### src/sv/rem_pkg.sv
`default_nettype none

package rem_pkg;

    // Grid geometry
    localparam int FFT_POINTS            = 2048;
    localparam int SUBCARRIERS_PER_BLOCK = 12;
    localparam int SYMBOLS_PER_SUBFRAME  = 14;
    localparam int SLOT_SYMBOLS          = 7;
    localparam int MAX_BLOCKS            = FFT_POINTS / SUBCARRIERS_PER_BLOCK;
    localparam int LAST_SYMBOL           = SYMBOLS_PER_SUBFRAME - 1;

    // Reference writes allowed ahead of one data write
    localparam int PILOTS_MAX = 2;

    // Reset values of the configuration registers
    localparam int RESET_BLOCKS  = 16;
    localparam int RESET_CONTROL = 2;
    localparam int RESET_PILOT   = 100;

    localparam int CFG_INDEX_W = 3;
    localparam int CFG_DATA_W  = 16;

    // Configuration register indexes
    typedef enum logic [CFG_INDEX_W-1:0] {
        REG_CELL_IDENTITY   = 3'd0,
        REG_RESOURCE_BLOCKS = 3'd1,
        REG_CONTROL_SYMBOLS = 3'd2,
        REG_PORT_COUNT_CODE = 3'd3,
        REG_SUBFRAME_NUMBER = 3'd4,
        REG_PILOT_MARKER    = 3'd5
    } cfg_reg_t;

    // Port count codes
    localparam logic [1:0] PORTS_ONE = 2'd0;
    localparam logic [1:0] PORTS_TWO = 2'd1;

    // Input beat
    typedef struct packed {
        logic signed [15:0] sample_real;
        logic signed [15:0] sample_imag;
    } sample_t;

    // Output beat
    typedef struct packed {
        logic [10:0]        fft_bin;
        logic [3:0]         symbol_index;
        logic signed [15:0] element_real;
        logic signed [15:0] element_imag;
        logic               is_reference;
        logic               run_end;
        logic               grid_done;
    } element_t;

    // Configuration as seen by the grid walker, with derived values
    typedef struct packed {
        logic [2:0]         cell_shift;
        logic [10:0]        width;
        logic [9:0]         half;
        logic [2:0]         control_symbols;
        logic [1:0]         port_count_code;
        logic [3:0]         subframe_number;
        logic signed [15:0] pilot_marker;
    } cfg_t;

    // Remainder by six through a reciprocal multiply and one correction step.
    function automatic logic [2:0] mod6(input logic [10:0] x);
        logic [20:0] prod;
        logic [8:0]  quot;
        logic [11:0] rem;
        prod = 21'(x) * 21'(683);
        quot = prod[20:12];
        rem  = 12'(x) - (12'(quot) * 12'd6);
        if (rem >= 12'd6)
        begin
            rem = rem - 12'd6;
        end
        return rem[2:0];
    endfunction

endpackage

`default_nettype wire

### src/sv/rem_cfg.sv
`default_nettype none

module rem_cfg (
    input  wire logic                                clk,
    input  wire logic                                rst_n,
    input  wire logic                                cfg_valid,
    output logic                                     cfg_ready,
    input  wire logic [rem_pkg::CFG_INDEX_W-1:0]     cfg_index,
    input  wire logic [rem_pkg::CFG_DATA_W-1:0]      cfg_data,
    output rem_pkg::cfg_t                            cfg
);

    logic [8:0]         cell_identity_reg;
    logic [6:0]         resource_blocks_reg;
    logic [2:0]         control_symbols_reg;
    logic [1:0]         port_count_code_reg;
    logic [3:0]         subframe_number_reg;
    logic signed [15:0] pilot_marker_reg;

    logic [6:0]  blocks_min;
    logic [6:0]  blocks_sat;
    logic [10:0] width;

    // Writes are taken in every cycle.
    assign cfg_ready = 1'b1;

    // Register file
    always_ff @(posedge clk or negedge rst_n)
    begin
        if (!rst_n)
        begin
            cell_identity_reg   <= '0;
            resource_blocks_reg <= 7'(rem_pkg::RESET_BLOCKS);
            control_symbols_reg <= 3'(rem_pkg::RESET_CONTROL);
            port_count_code_reg <= '0;
            subframe_number_reg <= '0;
            pilot_marker_reg    <= 16'(rem_pkg::RESET_PILOT);
        end
        else if (cfg_valid)
        begin
            case (cfg_index)
                rem_pkg::REG_CELL_IDENTITY:   cell_identity_reg   <= cfg_data[8:0];
                rem_pkg::REG_RESOURCE_BLOCKS: resource_blocks_reg <= cfg_data[6:0];
                rem_pkg::REG_CONTROL_SYMBOLS: control_symbols_reg <= cfg_data[2:0];
                rem_pkg::REG_PORT_COUNT_CODE: port_count_code_reg <= cfg_data[1:0];
                rem_pkg::REG_SUBFRAME_NUMBER: subframe_number_reg <= cfg_data[3:0];
                rem_pkg::REG_PILOT_MARKER:    pilot_marker_reg    <= cfg_data;
                default: ;
            endcase
        end
    end

    // Used width: zero blocks count as one, more blocks than fit in the FFT saturate to that maximum.
    always_comb
    begin
        blocks_min = (resource_blocks_reg == 7'd0) ? 7'd1 : resource_blocks_reg;
        blocks_sat = (32'(blocks_min) > rem_pkg::MAX_BLOCKS)
                   ? 7'(rem_pkg::MAX_BLOCKS) : blocks_min;
        width      = 11'(blocks_sat * 11'(rem_pkg::SUBCARRIERS_PER_BLOCK));
    end

    always_comb
    begin
        cfg.cell_shift      = rem_pkg::mod6({2'b00, cell_identity_reg});
        cfg.width           = width;
        cfg.half            = width[10:1];
        cfg.control_symbols = control_symbols_reg;
        cfg.port_count_code = port_count_code_reg;
        cfg.subframe_number = subframe_number_reg;
        cfg.pilot_marker    = pilot_marker_reg;
    end

endmodule

`default_nettype wire

### src/sv/rem_walk.sv
`default_nettype none

module rem_walk (
    input  wire logic              clk,
    input  wire logic              rst_n,
    input  wire rem_pkg::cfg_t     cfg,
    input  wire logic              sample_valid,
    output logic                   sample_ready,
    input  wire rem_pkg::sample_t  sample,
    input  wire logic              load_ok,
    output logic                   fire,
    output rem_pkg::element_t      result
);

    // Held input beat
    logic              item_valid_reg;
    logic              item_valid_next;
    rem_pkg::sample_t  item_reg;

    // Grid position and reference writes issued for the held beat
    logic [3:0]  sym_reg;
    logic [3:0]  sym_next;
    logic [10:0] sc_reg;
    logic [10:0] sc_next;
    logic [1:0]  pilots_reg;
    logic [1:0]  pilots_next;

    logic [3:0]  cur_sym;
    logic [10:0] cur_sc;
    logic [3:0]  inc_sym;
    logic [10:0] inc_sc;
    logic [3:0]  adv_sym;
    logic [10:0] adv_sc;

    logic [2:0]  line;
    logic        slot_half;
    logic        slot;
    logic [2:0]  k6;
    logic [3:0]  base_sum;
    logic [2:0]  tone_a;
    logic [2:0]  tone_b;
    logic        multi_port;
    logic        four_port;
    logic        pilot_here;
    logic        emit_pilot;
    logic        consume;
    logic [10:0] bin;

    // One normalize step: past the width goes to the next symbol, past the
    // subframe goes back to the first data symbol.
    function automatic logic [14:0] normalize(input logic [3:0] sym, input logic [10:0] sc,
                                              input rem_pkg::cfg_t c);
        logic [3:0]  s;
        logic [10:0] k;
        s = sym;
        k = sc;
        if (k >= c.width)
        begin
            k = '0;
            s = s + 4'd1;
        end
        if (32'(s) >= rem_pkg::SYMBOLS_PER_SUBFRAME)
        begin
            s = {1'b0, c.control_symbols};
            k = '0;
        end
        return {s, k};
    endfunction

    // Position in use this cycle and the one after it
    always_comb
    begin
        {cur_sym, cur_sc} = normalize(sym_reg, sc_reg, cfg);
        inc_sym           = cur_sym;
        inc_sc            = cur_sc + 11'd1;
        {adv_sym, adv_sc} = normalize(inc_sym, inc_sc, cfg);
    end

    // Cell-specific reference pattern
    always_comb
    begin
        slot_half  = (32'(cur_sym) >= rem_pkg::SLOT_SYMBOLS);
        line       = slot_half ? 3'(cur_sym - 4'(rem_pkg::SLOT_SYMBOLS)) : cur_sym[2:0];
        slot       = slot_half ^ 1'b0 ^ ({cfg.subframe_number, 1'b0} == 5'd1);
        k6         = rem_pkg::mod6(cur_sc);
        multi_port = (cfg.port_count_code != rem_pkg::PORTS_ONE);
        four_port  = multi_port && (cfg.port_count_code != rem_pkg::PORTS_TWO);

        // Tone offset of the first port pair on this line
        if (line == 3'd1)
        begin
            base_sum = {1'b0, cfg.cell_shift} + (slot ? 4'd3 : 4'd0);
        end
        else
        begin
            base_sum = {1'b0, cfg.cell_shift} + ((line == 3'd0) ? 4'd0 : 4'd3);
        end
        tone_a = (base_sum >= 4'd6) ? 3'(base_sum - 4'd6) : base_sum[2:0];
        tone_b = (tone_a >= 3'd3) ? (tone_a - 3'd3) : (tone_a + 3'd3);

        if (line == 3'd0 || line == 3'(rem_pkg::SLOT_SYMBOLS - 3))
        begin
            pilot_here = (k6 == tone_a) || (multi_port && k6 == tone_b);
        end
        else if (line == 3'd1 && four_port)
        begin
            pilot_here = (k6 == tone_a) || (k6 == tone_b);
        end
        else
        begin
            pilot_here = 1'b0;
        end
    end

    // Bin mapping around DC, lower half at the top of the FFT
    always_comb
    begin
        if (cur_sc < {1'b0, cfg.half})
        begin
            bin = 11'(rem_pkg::FFT_POINTS - 32'(cfg.half) + 32'(cur_sc));
        end
        else
        begin
            bin = 11'(cur_sc - {1'b0, cfg.half} + 11'd1);
        end
    end

    // Emission: a reference write when one is due, else the data write
    always_comb
    begin
        emit_pilot   = pilot_here && (32'(pilots_reg) < rem_pkg::PILOTS_MAX);
        fire         = item_valid_reg && load_ok;
        consume      = fire && !emit_pilot;
        sample_ready = !item_valid_reg || consume;

        result.fft_bin      = bin;
        result.symbol_index = cur_sym;
        result.element_real = emit_pilot ? cfg.pilot_marker : item_reg.sample_real;
        result.element_imag = emit_pilot ? 16'sd0 : item_reg.sample_imag;
        result.is_reference = emit_pilot;
        result.run_end      = !emit_pilot;
        result.grid_done    = !emit_pilot && (32'(cur_sym) == rem_pkg::LAST_SYMBOL)
                            && ({1'b0, cur_sc} + 12'd1 >= {1'b0, cfg.width});
    end

    // Next state
    always_comb
    begin
        item_valid_next = item_valid_reg;
        sym_next        = sym_reg;
        sc_next         = sc_reg;
        pilots_next     = pilots_reg;
        if (sample_valid && sample_ready)
        begin
            item_valid_next = 1'b1;
        end
        else if (consume)
        begin
            item_valid_next = 1'b0;
        end
        if (fire)
        begin
            sym_next    = adv_sym;
            sc_next     = adv_sc;
            pilots_next = emit_pilot ? (pilots_reg + 2'd1) : 2'd0;
        end
    end

    always_ff @(posedge clk or negedge rst_n)
    begin
        if (!rst_n)
        begin
            item_valid_reg <= 1'b0;
            sym_reg        <= 4'(rem_pkg::RESET_CONTROL);
            sc_reg         <= '0;
            pilots_reg     <= '0;
        end
        else
        begin
            item_valid_reg <= item_valid_next;
            sym_reg        <= sym_next;
            sc_reg         <= sc_next;
            pilots_reg     <= pilots_next;
        end
    end

    // Input payload register
    always_ff @(posedge clk)
    begin
        if (sample_valid && sample_ready)
        begin
            item_reg <= sample;
        end
    end

endmodule

`default_nettype wire

### src/sv/rem_out.sv
`default_nettype none

module rem_out (
    input  wire logic               clk,
    input  wire logic               rst_n,
    input  wire logic               fire,
    input  wire rem_pkg::element_t  result,
    output logic                    load_ok,
    output logic                    element_valid,
    input  wire logic               element_ready,
    output rem_pkg::element_t       element
);

    logic               valid_reg;
    logic               valid_next;
    rem_pkg::element_t  data_reg;

    // The register takes a new beat when empty or when its beat leaves.
    always_comb
    begin
        load_ok    = !valid_reg || element_ready;
        valid_next = fire || (valid_reg && !element_ready);
    end

    always_ff @(posedge clk or negedge rst_n)
    begin
        if (!rst_n)
        begin
            valid_reg <= 1'b0;
        end
        else
        begin
            valid_reg <= valid_next;
        end
    end

    always_ff @(posedge clk)
    begin
        if (fire)
        begin
            data_reg <= result;
        end
    end

    assign element_valid = valid_reg;
    assign element       = data_reg;

endmodule

`default_nettype wire

### src/sv/resource_element_mapper_top.sv
// Resource element mapper: each sample beat is one modulated data symbol and
// leaves as one data write, preceded by zero, one or two reference writes when
// the grid walk reaches cell-specific reference positions first. The block takes
// one sample beat per cycle while no reference write is due and the output side
// is not stalled; a beat that meets reference positions holds the input until
// its reference writes are issued, because the output register issues one write
// per cycle when not stalled. The data write of a beat passes through the input
// register and then the output register. Configuration writes are taken in every
// cycle and must be made while no sample is in flight.
`default_nettype none

module resource_element_mapper_top (
    input  wire logic                             clk,
    input  wire logic                             rst_n,
    input  wire logic                             cfg_valid,
    output logic                                  cfg_ready,
    input  wire logic [rem_pkg::CFG_INDEX_W-1:0]  cfg_index,
    input  wire logic [rem_pkg::CFG_DATA_W-1:0]   cfg_data,
    input  wire logic                             sample_valid,
    output logic                                  sample_ready,
    input  wire rem_pkg::sample_t                 sample,
    output logic                                  element_valid,
    input  wire logic                             element_ready,
    output rem_pkg::element_t                     element
);

    rem_pkg::cfg_t      cfg;
    rem_pkg::element_t  result;
    logic               load_ok;
    logic               fire;

    // Configuration registers
    rem_cfg u_cfg (
        .clk       (clk),
        .rst_n     (rst_n),
        .cfg_valid (cfg_valid),
        .cfg_ready (cfg_ready),
        .cfg_index (cfg_index),
        .cfg_data  (cfg_data),
        .cfg       (cfg)
    );

    // Input register and grid walk
    rem_walk u_walk (
        .clk          (clk),
        .rst_n        (rst_n),
        .cfg          (cfg),
        .sample_valid (sample_valid),
        .sample_ready (sample_ready),
        .sample       (sample),
        .load_ok      (load_ok),
        .fire         (fire),
        .result       (result)
    );

    // Output register
    rem_out u_out (
        .clk           (clk),
        .rst_n         (rst_n),
        .fire          (fire),
        .result        (result),
        .load_ok       (load_ok),
        .element_valid (element_valid),
        .element_ready (element_ready),
        .element       (element)
    );

endmodule

`default_nettype wire
### config.mk
export PLATFORM = sky130hd
export DESIGN_NAME = resource_element_mapper_top
export DESIGN_NICKNAME = d
export VERILOG_FILES = /design/src/sv/rem_pkg.sv /design/src/sv/rem_cfg.sv /design/src/sv/rem_walk.sv /design/src/sv/rem_out.sv /design/src/sv/resource_element_mapper_top.sv
export SDC_FILE = /design/constraint.sdc
export NUM_CORES = 1
export LEC_CHECK = 0
export BUFFER_PORTS_ARGS = -buffer_cell sky130_fd_sc_hd__buf_2
export CAP_MARGIN = 40
export CORE_MARGIN = 2
export CORE_UTILIZATION = 50
export CTS_CLUSTER_DIAMETER = 120
export DETAILED_ROUTE_END_ITERATION = 12
export PLACE_DENSITY_LB_ADDON = 0.1
export SLEW_MARGIN = 20
export SYNTH_ARGS = -nofsm -noshare
export SYNTH_HDL_FRONTEND = slang
export SYNTH_SLANG_ARGS = --single-unit
### constraint.sdc
create_clock -name clk -period 20.2 [get_ports clk]
set_input_delay 6.06 -clock clk [delete_from_list [all_inputs] [get_ports clk]]
set_output_delay 6.06 -clock clk [all_outputs]
set_load 0.01 [all_outputs]
After elaboration in Yosys (flattened, before gate mapping):

Index checks and enable logic that the tools add are counted.

* output and inout bits: 53
* bits of input ports: 56
* word-level logic and storage cells: 119
* flip-flop bits (word level): 138

* multiplexer cells: 24
* add/sub/neg operators: 19
* $lt $le $gt $ge: 12
* reductions and logical operators: 30
* eq/ne operators: 10
* multiply operators: 5

Operator list (number)
* 2-to-1 mux 11 bit: 5
* >= comparator 12 x 3 -> 1 bit, second input constant: 2
* adder 11 x 1 -> 11 bit, second input constant: 2
* >= comparator 11 bit: 2
* multiplier 11 x 10 -> 21 bit, second input constant: 1
* 2-to-1 mux 4 bit: 5
* multiplier 9 x 10 -> 19 bit, second input constant: 1
* multiplier 7 x 2 -> 9 bit, second input constant: 2
* 2-to-1 mux 16 bit: 1
* 2-to-1 mux 3 bit: 5
* adder 11 x 1 -> 12 bit, second input constant: 1
* >= comparator 12 x 11 -> 1 bit: 1
* subtractor 11 x 12 -> 12 bit: 1
* subtractor 3 bit, second input constant: 4
* adder 11 bit: 1
* < comparator 11 x 10 -> 1 bit: 1
* multiplier 9 x 2 -> 11 bit, second input constant: 1
* subtractor 1 x 10 -> 11 bit, first input constant: 1
* subtractor 11 x 10 -> 11 bit: 1
* subtractor 9 x 10 -> 11 bit: 1
* logical AND 1 bit: 10
* AND reduction 2 bit: 5
* adder 3 x 4 -> 4 bit: 2
* adder 4 x 1 -> 4 bit, second input constant: 2
* 21 further kinds: 42

Longest topological paths before layout:

* word-level depth: 27
* mapped depth: 56
* depth with buffers taken out: 54

Hierarchy:

Synthesis repeated with hierarchy kept, for this count alone.

* cell total of the unflattened synthesis: 1270
* area total of the unflattened synthesis: 13212.7 sq um

By module, submodules not included
* rem_walk: cells an instance 847, times used 1, area an instance 7737.4 sq um
* rem_cfg: cells an instance 370, times used 1, area an instance 3926.3 sq um
* rem_out: cells an instance 53, times used 1, area an instance 1549.0 sq um

Worst setup path after synthesis:

Ideal clock, no wire load.

* path type: reg2out
* from: register u_cfg.resource_blocks_reg[5]
* to: output sample_ready
* arrival time: 12231 ps
* required time: 14140 ps
* setup slack: 1909 ps
* cell stages (with the launch flop): 53
* path buffers: 4
* cell sequence: dfrtp_1 -> nor4_1 -> nand3b_1 -> and2_1 -> ha_1 -> a31o_2 -> a21oi_1 -> xnor2_1 -> inv_1 -> ha_1 -> a21oi_1 -> nand2_1 -> o21ai_0 -> a22oi_1 -> a221oi_2 -> clkbuf_1 -> and3_1 -> clkbuf_1 -> [... 17 more ...] -> nand2_1 -> o22ai_1 -> or2_2 -> a21o_1 -> a21oi_1 -> xor2_1 -> ha_1 -> a31oi_1 -> o21bai_1 -> o2111a_1 -> a311o_1 -> a311oi_2 -> nor2_2 -> or3_1 -> a311o_1 -> a211o_1 -> buf_2 -> a21bo_2

RTL lines
* start, declared: RTL line rem_cfg.sv:14 `logic [6:0] resource_blocks_reg;`
* start signal, assigned: RTL line rem_cfg.sv:33 `resource_blocks_reg <= 7'(rem_pkg::RESET_BLOCKS);`
* start signal, assigned: RTL line rem_cfg.sv:43 `rem_pkg::REG_RESOURCE_BLOCKS: resource_blocks_reg <= cfg_data[6:0];`
* end, declared: RTL line resource_element_mapper_top.sv:20 `output logic sample_ready,`

Worst setup path in the final report:

* from: register u_cfg.resource_blocks_reg[5]
* to: output sample_ready

* word-level cells in the longest chain between the ends: 25
* elaborated cells between the ends (all ways): 46
* those cells by class: add/sub: 8; mul: 3; order compare: 6; eq/ne: 4; mux: 14; reduce/logical: 11

Ends and longest elaborated chain
* zero test 7 bit: RTL line rem_cfg.sv:56 `blocks_min = (resource_blocks_reg == 7'd0) ? 7'd1 : resource_blocks_reg;`
* 2-to-1 mux 7 bit (*): RTL line rem_cfg.sv:56
* multiplier 7 x 2 -> 9 bit (*): RTL line rem_cfg.sv:59 `width = 11'(blocks_sat * 11'(rem_pkg::SUBCARRIERS_PER_BLOCK));`
* >= comparator 11 bit (*): RTL line rem_walk.sv:57 `if (k >= c.width)`
* branches (longest 16 deep; another with multiplier 11 x 10 -> 21 bit)
* 2-to-1 mux 1 bit (*): RTL line rem_walk.sv:101 `if (line == 3'd0 || line == 3'(rem_pkg::SLOT_SYMBOLS - 3))`
* logical AND 1 bit (*): RTL line rem_walk.sv:131 `emit_pilot = pilot_here && (32'(pilots_reg) < rem_pkg::PILOTS_MAX);`
* zero test 1 bit (*): RTL line rem_walk.sv:133 `consume = fire && !emit_pilot;`
* logical AND 1 bit (*): RTL line rem_walk.sv:133
* logical OR 1 bit (*): RTL line rem_walk.sv:134 `sample_ready = !item_valid_reg || consume;`

Every way passes the cells marked *.

==> metrics.log <==
INFO  metric outcome = finished, final reports clean
INFO  metric tritoncts = built
INFO  metric vias_per_cell = 5.43
INFO  metric worst_pin_slew = 0.782 ns
INFO  metric yosysWarningCount = 0
INFO  metric holdWs = ~0.5 ns
INFO  metric remaining_drc_errors = 0
INFO  metric cp.buffers_inverters = 8
INFO  metric netlist_area_before_placement = 12600 µm²
INFO  metric finish.cell_count_without_fillers = 1677
INFO  metric dr.pass1.iters = 7
INFO  metric hold_violations = 0
INFO  metric io_buffer_count = 107
INFO  metric clk_pin_slew_worst_paths = 0.06 ns
INFO  metric synth.distinct_cells = 86
INFO  metric drtIter0Drc = ~500
INFO  metric crit_path_start_kind = register
INFO  metric synthesis.instances = about 1200
INFO  metric synth_top_cell_by_area = sky130_fd_sc_hd__edfxtp_1
INFO  metric async_set_reset_flop_share_out_of_synthesis = around two fifths
INFO  metric cp-end-kind = output pin
INFO  metric yosys.area_share.adder = 28.3%
INFO  metric seqCellArea = 3870 µm²
INFO  metric starting_density = about half
INFO  metric placedCellCount = around 1600
INFO  metric crit_required = ~14 ns
INFO  metric synth_top_family_by_area = adder cells
INFO  metric critical-path-top-delay-family = compound AO/OA/AOI/OAI gates
INFO  metric drive_gt1_share = 18.0%
INFO  metric netlist_top_cells_area = sky130_fd_sc_hd__edfxtp_1 (20%), sky130_fd_sc_hd__ha_1 (19%), sky130_fd_sc_hd__dfrtp_1 (10%), sky130_fd_sc_hd__fa_1 (9.7%), sky130_fd_sc_hd__inv_1 (4.4%)
INFO  metric core_box_area = 25000 µm²
INFO  metric clock_insertion_delay_at_the_later_pin_of_the_skew_report = 0.42 ns
INFO  metric antenna_cells_inserted = 0
INFO  metric crit_path_max_fanout = 22
INFO  metric cap_viol_max_count = 0
INFO  metric timing.critical_path.slowest_cell_delay = between 0.5 and 0.6 ns
INFO  metric ys_seq_area_share = 30.8%
INFO  metric synth-compound-area-share = a little over an eighth
INFO  metric critPathKind = register to output pin
INFO  metric area_enclosed_by_the_die_boundary = 26400 µm²
INFO  metric largest_reg_flops = 50
INFO  metric grt_first_pass_wirelength = 46600 µm
INFO  metric clock.fmax = 52.4 MHz
INFO  metric timing_max_transition_violations_final = 0
INFO  metric die-height = 163 µm
INFO  metric synthesis.nets = 1524
INFO  metric synth-main-ff-cell = sky130_fd_sc_hd__edfxtp_1
INFO  metric grt_overflow = 0
INFO  metric synth_top_area_share = 19.6%
INFO  metric synth_simple_gate_area_share = a little under an eighth
INFO  metric synth.area.mux_share = 5.90%
INFO  metric post-dp-hpwl = between 20000 and 25000 µm
INFO  metric timing.setup.tns = 0 ns
INFO  metric timing.max_slew.rel_slack = 46.4%
INFO  metric ys_ff_latch = 138
INFO  metric gp_congestion = 0.869
INFO  metric setup_viol = 0
INFO  metric critPathSlowestCell = sky130_fd_sc_hd__fa_1
INFO  metric min_period = 19.09 ns
INFO  metric crit_arrival = 13.03 ns
INFO  metric postCtsSetupRepairBufs = 0
INFO  metric pin_count_of_the_biggest_net_entering_global_routing = 57
INFO  metric fp.dieW = 163 µm
INFO  metric clock-skew-final = between 0.02 and 0.025 ns
INFO  metric vias = 9112
INFO  metric initial_antenna_violation_count = 0
INFO  metric clock_sink_count = 138
INFO  metric globalRouteTotalUtil = 22.4%
INFO  metric placement.cell_area = 13500 µm²
INFO  metric antenna_left = 0
INFO  metric finalWirelength = 28000 µm
INFO  metric design.final.nets = 1638
INFO  metric synthesis.area_per_instance = around 10 µm²
INFO  metric post_synth_edffs = 82
INFO  metric cts_max_level = 4
INFO  metric timing.hold.worst.class = register to register
INFO  metric synth_xor_area_share = ~5%
INFO  metric top_level_ports = between 100 and 150
INFO  metric most_repeated_cell_in_the_gate_level_netlist_after_synthesis = sky130_fd_sc_hd__ha_1
INFO  metric layout-area-overhead-vs-synth = 12.5%
INFO  metric route.detailed.wl_per_inst = 16.7 µm
INFO  metric finish.instance_area = 14100 µm²
INFO  metric grt_setup_unrepaired = no
INFO  metric fillCellCount = 2220
INFO  metric fin_crit_sh = 94.5%
INFO  metric placementRows = 58
INFO  metric clk_root_buffer_cell = sky130_fd_sc_hd__clkbuf_16
INFO  metric multi_input_area = 8070 µm²
INFO  metric synth_common_cells = sky130_fd_sc_hd__ha_1 (187), sky130_fd_sc_hd__inv_1 (148), sky130_fd_sc_hd__nand2_1 (84)
INFO  metric grt_pass1_vias = 9081
INFO  metric cts_inserted_buffers = 17
INFO  metric clockBufferDepth = 2
worst reg2reg max path, delay by kind of cell, from the launching register on:
kind	cells	cell delay [ns]
compound gates	20	4.27
xor+xnor	2	0.39
fa+ha+maj	9	3.67
buf+inv	9	1.51
flops	1	0.45
simple gates	11	2.78
metrics by stage:
| stage | worst slack (ns) | utilization, % |
|---|---|---|
| after floorplan | 1.91 | - |
| after global placement | 1.49 | 54.0 |
| after detailed placement | 1.24 | 54.1 |
| after CTS | 0.753 | 56.3 |
| after global routing | 0.00352 | 56.6 |
| final | 1.11 | 56.6 |
cell usage in the layout, fill, tap and decap left out, types with 8 or more instances in the layout:
cell type / count
sky130_fd_sc_hd__xor2_1: 29
sky130_fd_sc_hd__buf_2: 107
sky130_fd_sc_hd__nand3_1: 24
sky130_fd_sc_hd__buf_4: 8
sky130_fd_sc_hd__mux2i_1: 15
sky130_fd_sc_hd__a31oi_1: 8
sky130_fd_sc_hd__o31ai_1: 8
sky130_fd_sc_hd__nor3_1: 21
sky130_fd_sc_hd__mux2_2: 42
sky130_fd_sc_hd__ha_1: 187
sky130_fd_sc_hd__o211ai_1: 10
sky130_fd_sc_hd__edfxtp_1: 82
sky130_fd_sc_hd__o21ai_0: 46
sky130_fd_sc_hd__nand2_1: 83
sky130_fd_sc_hd__nor2_1: 55
sky130_fd_sc_hd__inv_1: 145
sky130_fd_sc_hd__a21o_1: 19
sky130_fd_sc_hd__and3_1: 12
sky130_fd_sc_hd__nand2b_1: 15
sky130_fd_sc_hd__o21a_1: 14
sky130_fd_sc_hd__or3_1: 10
sky130_fd_sc_hd__xnor2_1: 40
sky130_fd_sc_hd__and2_1: 21
sky130_fd_sc_hd__clkbuf_16: 17
sky130_fd_sc_hd__fa_1: 61
sky130_fd_sc_hd__dfrtp_1: 50
sky130_fd_sc_hd__nor2b_1: 9
sky130_fd_sc_hd__o21bai_1: 9
sky130_fd_sc_hd__a21oi_1: 44
layout make-up:
cell class	instances	area share, %
inverters	150	4.02
multi-input cells	908	57.1
well taps	330	2.92
flip-flops and latches	138	27.4
clock inverters	15	0.982
clock buffers	17	3.01
repair buffers	119	4.62
path summary, 6_finish.rpt:
path	slack, ns	end	startpoint	cells past startpoint
min	0.50	u_walk.pilots_reg[0]	u_walk.pilots_reg[0]	2
max in group asynchronous	14.01	u_cfg.resource_blocks_reg[4]	rst_n	3
min reg2reg	0.50	u_walk.pilots_reg[0]	u_walk.pilots_reg[0]	2
max reg2reg	6.84	u_walk.item_reg[27]	u_cfg.resource_blocks_reg[5]	51
max	1.11	sample_ready	u_cfg.resource_blocks_reg[5]	50
min in group asynchronous	5.62	u_cfg.pilot_marker_reg[12]	rst_n	2
cell families (layout without fill, tap and decap cells):
family          count (synthesis)  count (layout)
simple gates                  289             289
xor+xnor                       70              70
compound gates                235             235
fa+ha+maj                     248             248
buf+inv                       174             301
mux                            65              65
other cells                     1               1
flops                         138             138
timing repair:
| action | in CTS | in global routing |
|---|---|---|
| hold buffers | 0 | 0 |
| gates resized for setup | 0 | 12 |
| setup endpoints to repair | 0 | 1 |
routing by layer:
| layer | up-vias | global-route usage [%] | share of wire, % | wire length [µm] |
|---|---|---|---|---|
| met1 | 4348 | 31.3 | 48 | 13400 |
| met3 | 17 | 5.27 | 5.3 | 1490 |
| li1 | 4556 | - | - | - |
| met4 | 0 | 4.14 | 0.95 | 265 |
| met2 | 191 | 36.1 | 46 | 12800 |
| met5 | - | 0 | 0 | 0 |
Power is left out: the tool's default activity adds up to more than one toggle a clock period on the data nets, which glitch-free logic cannot reach.
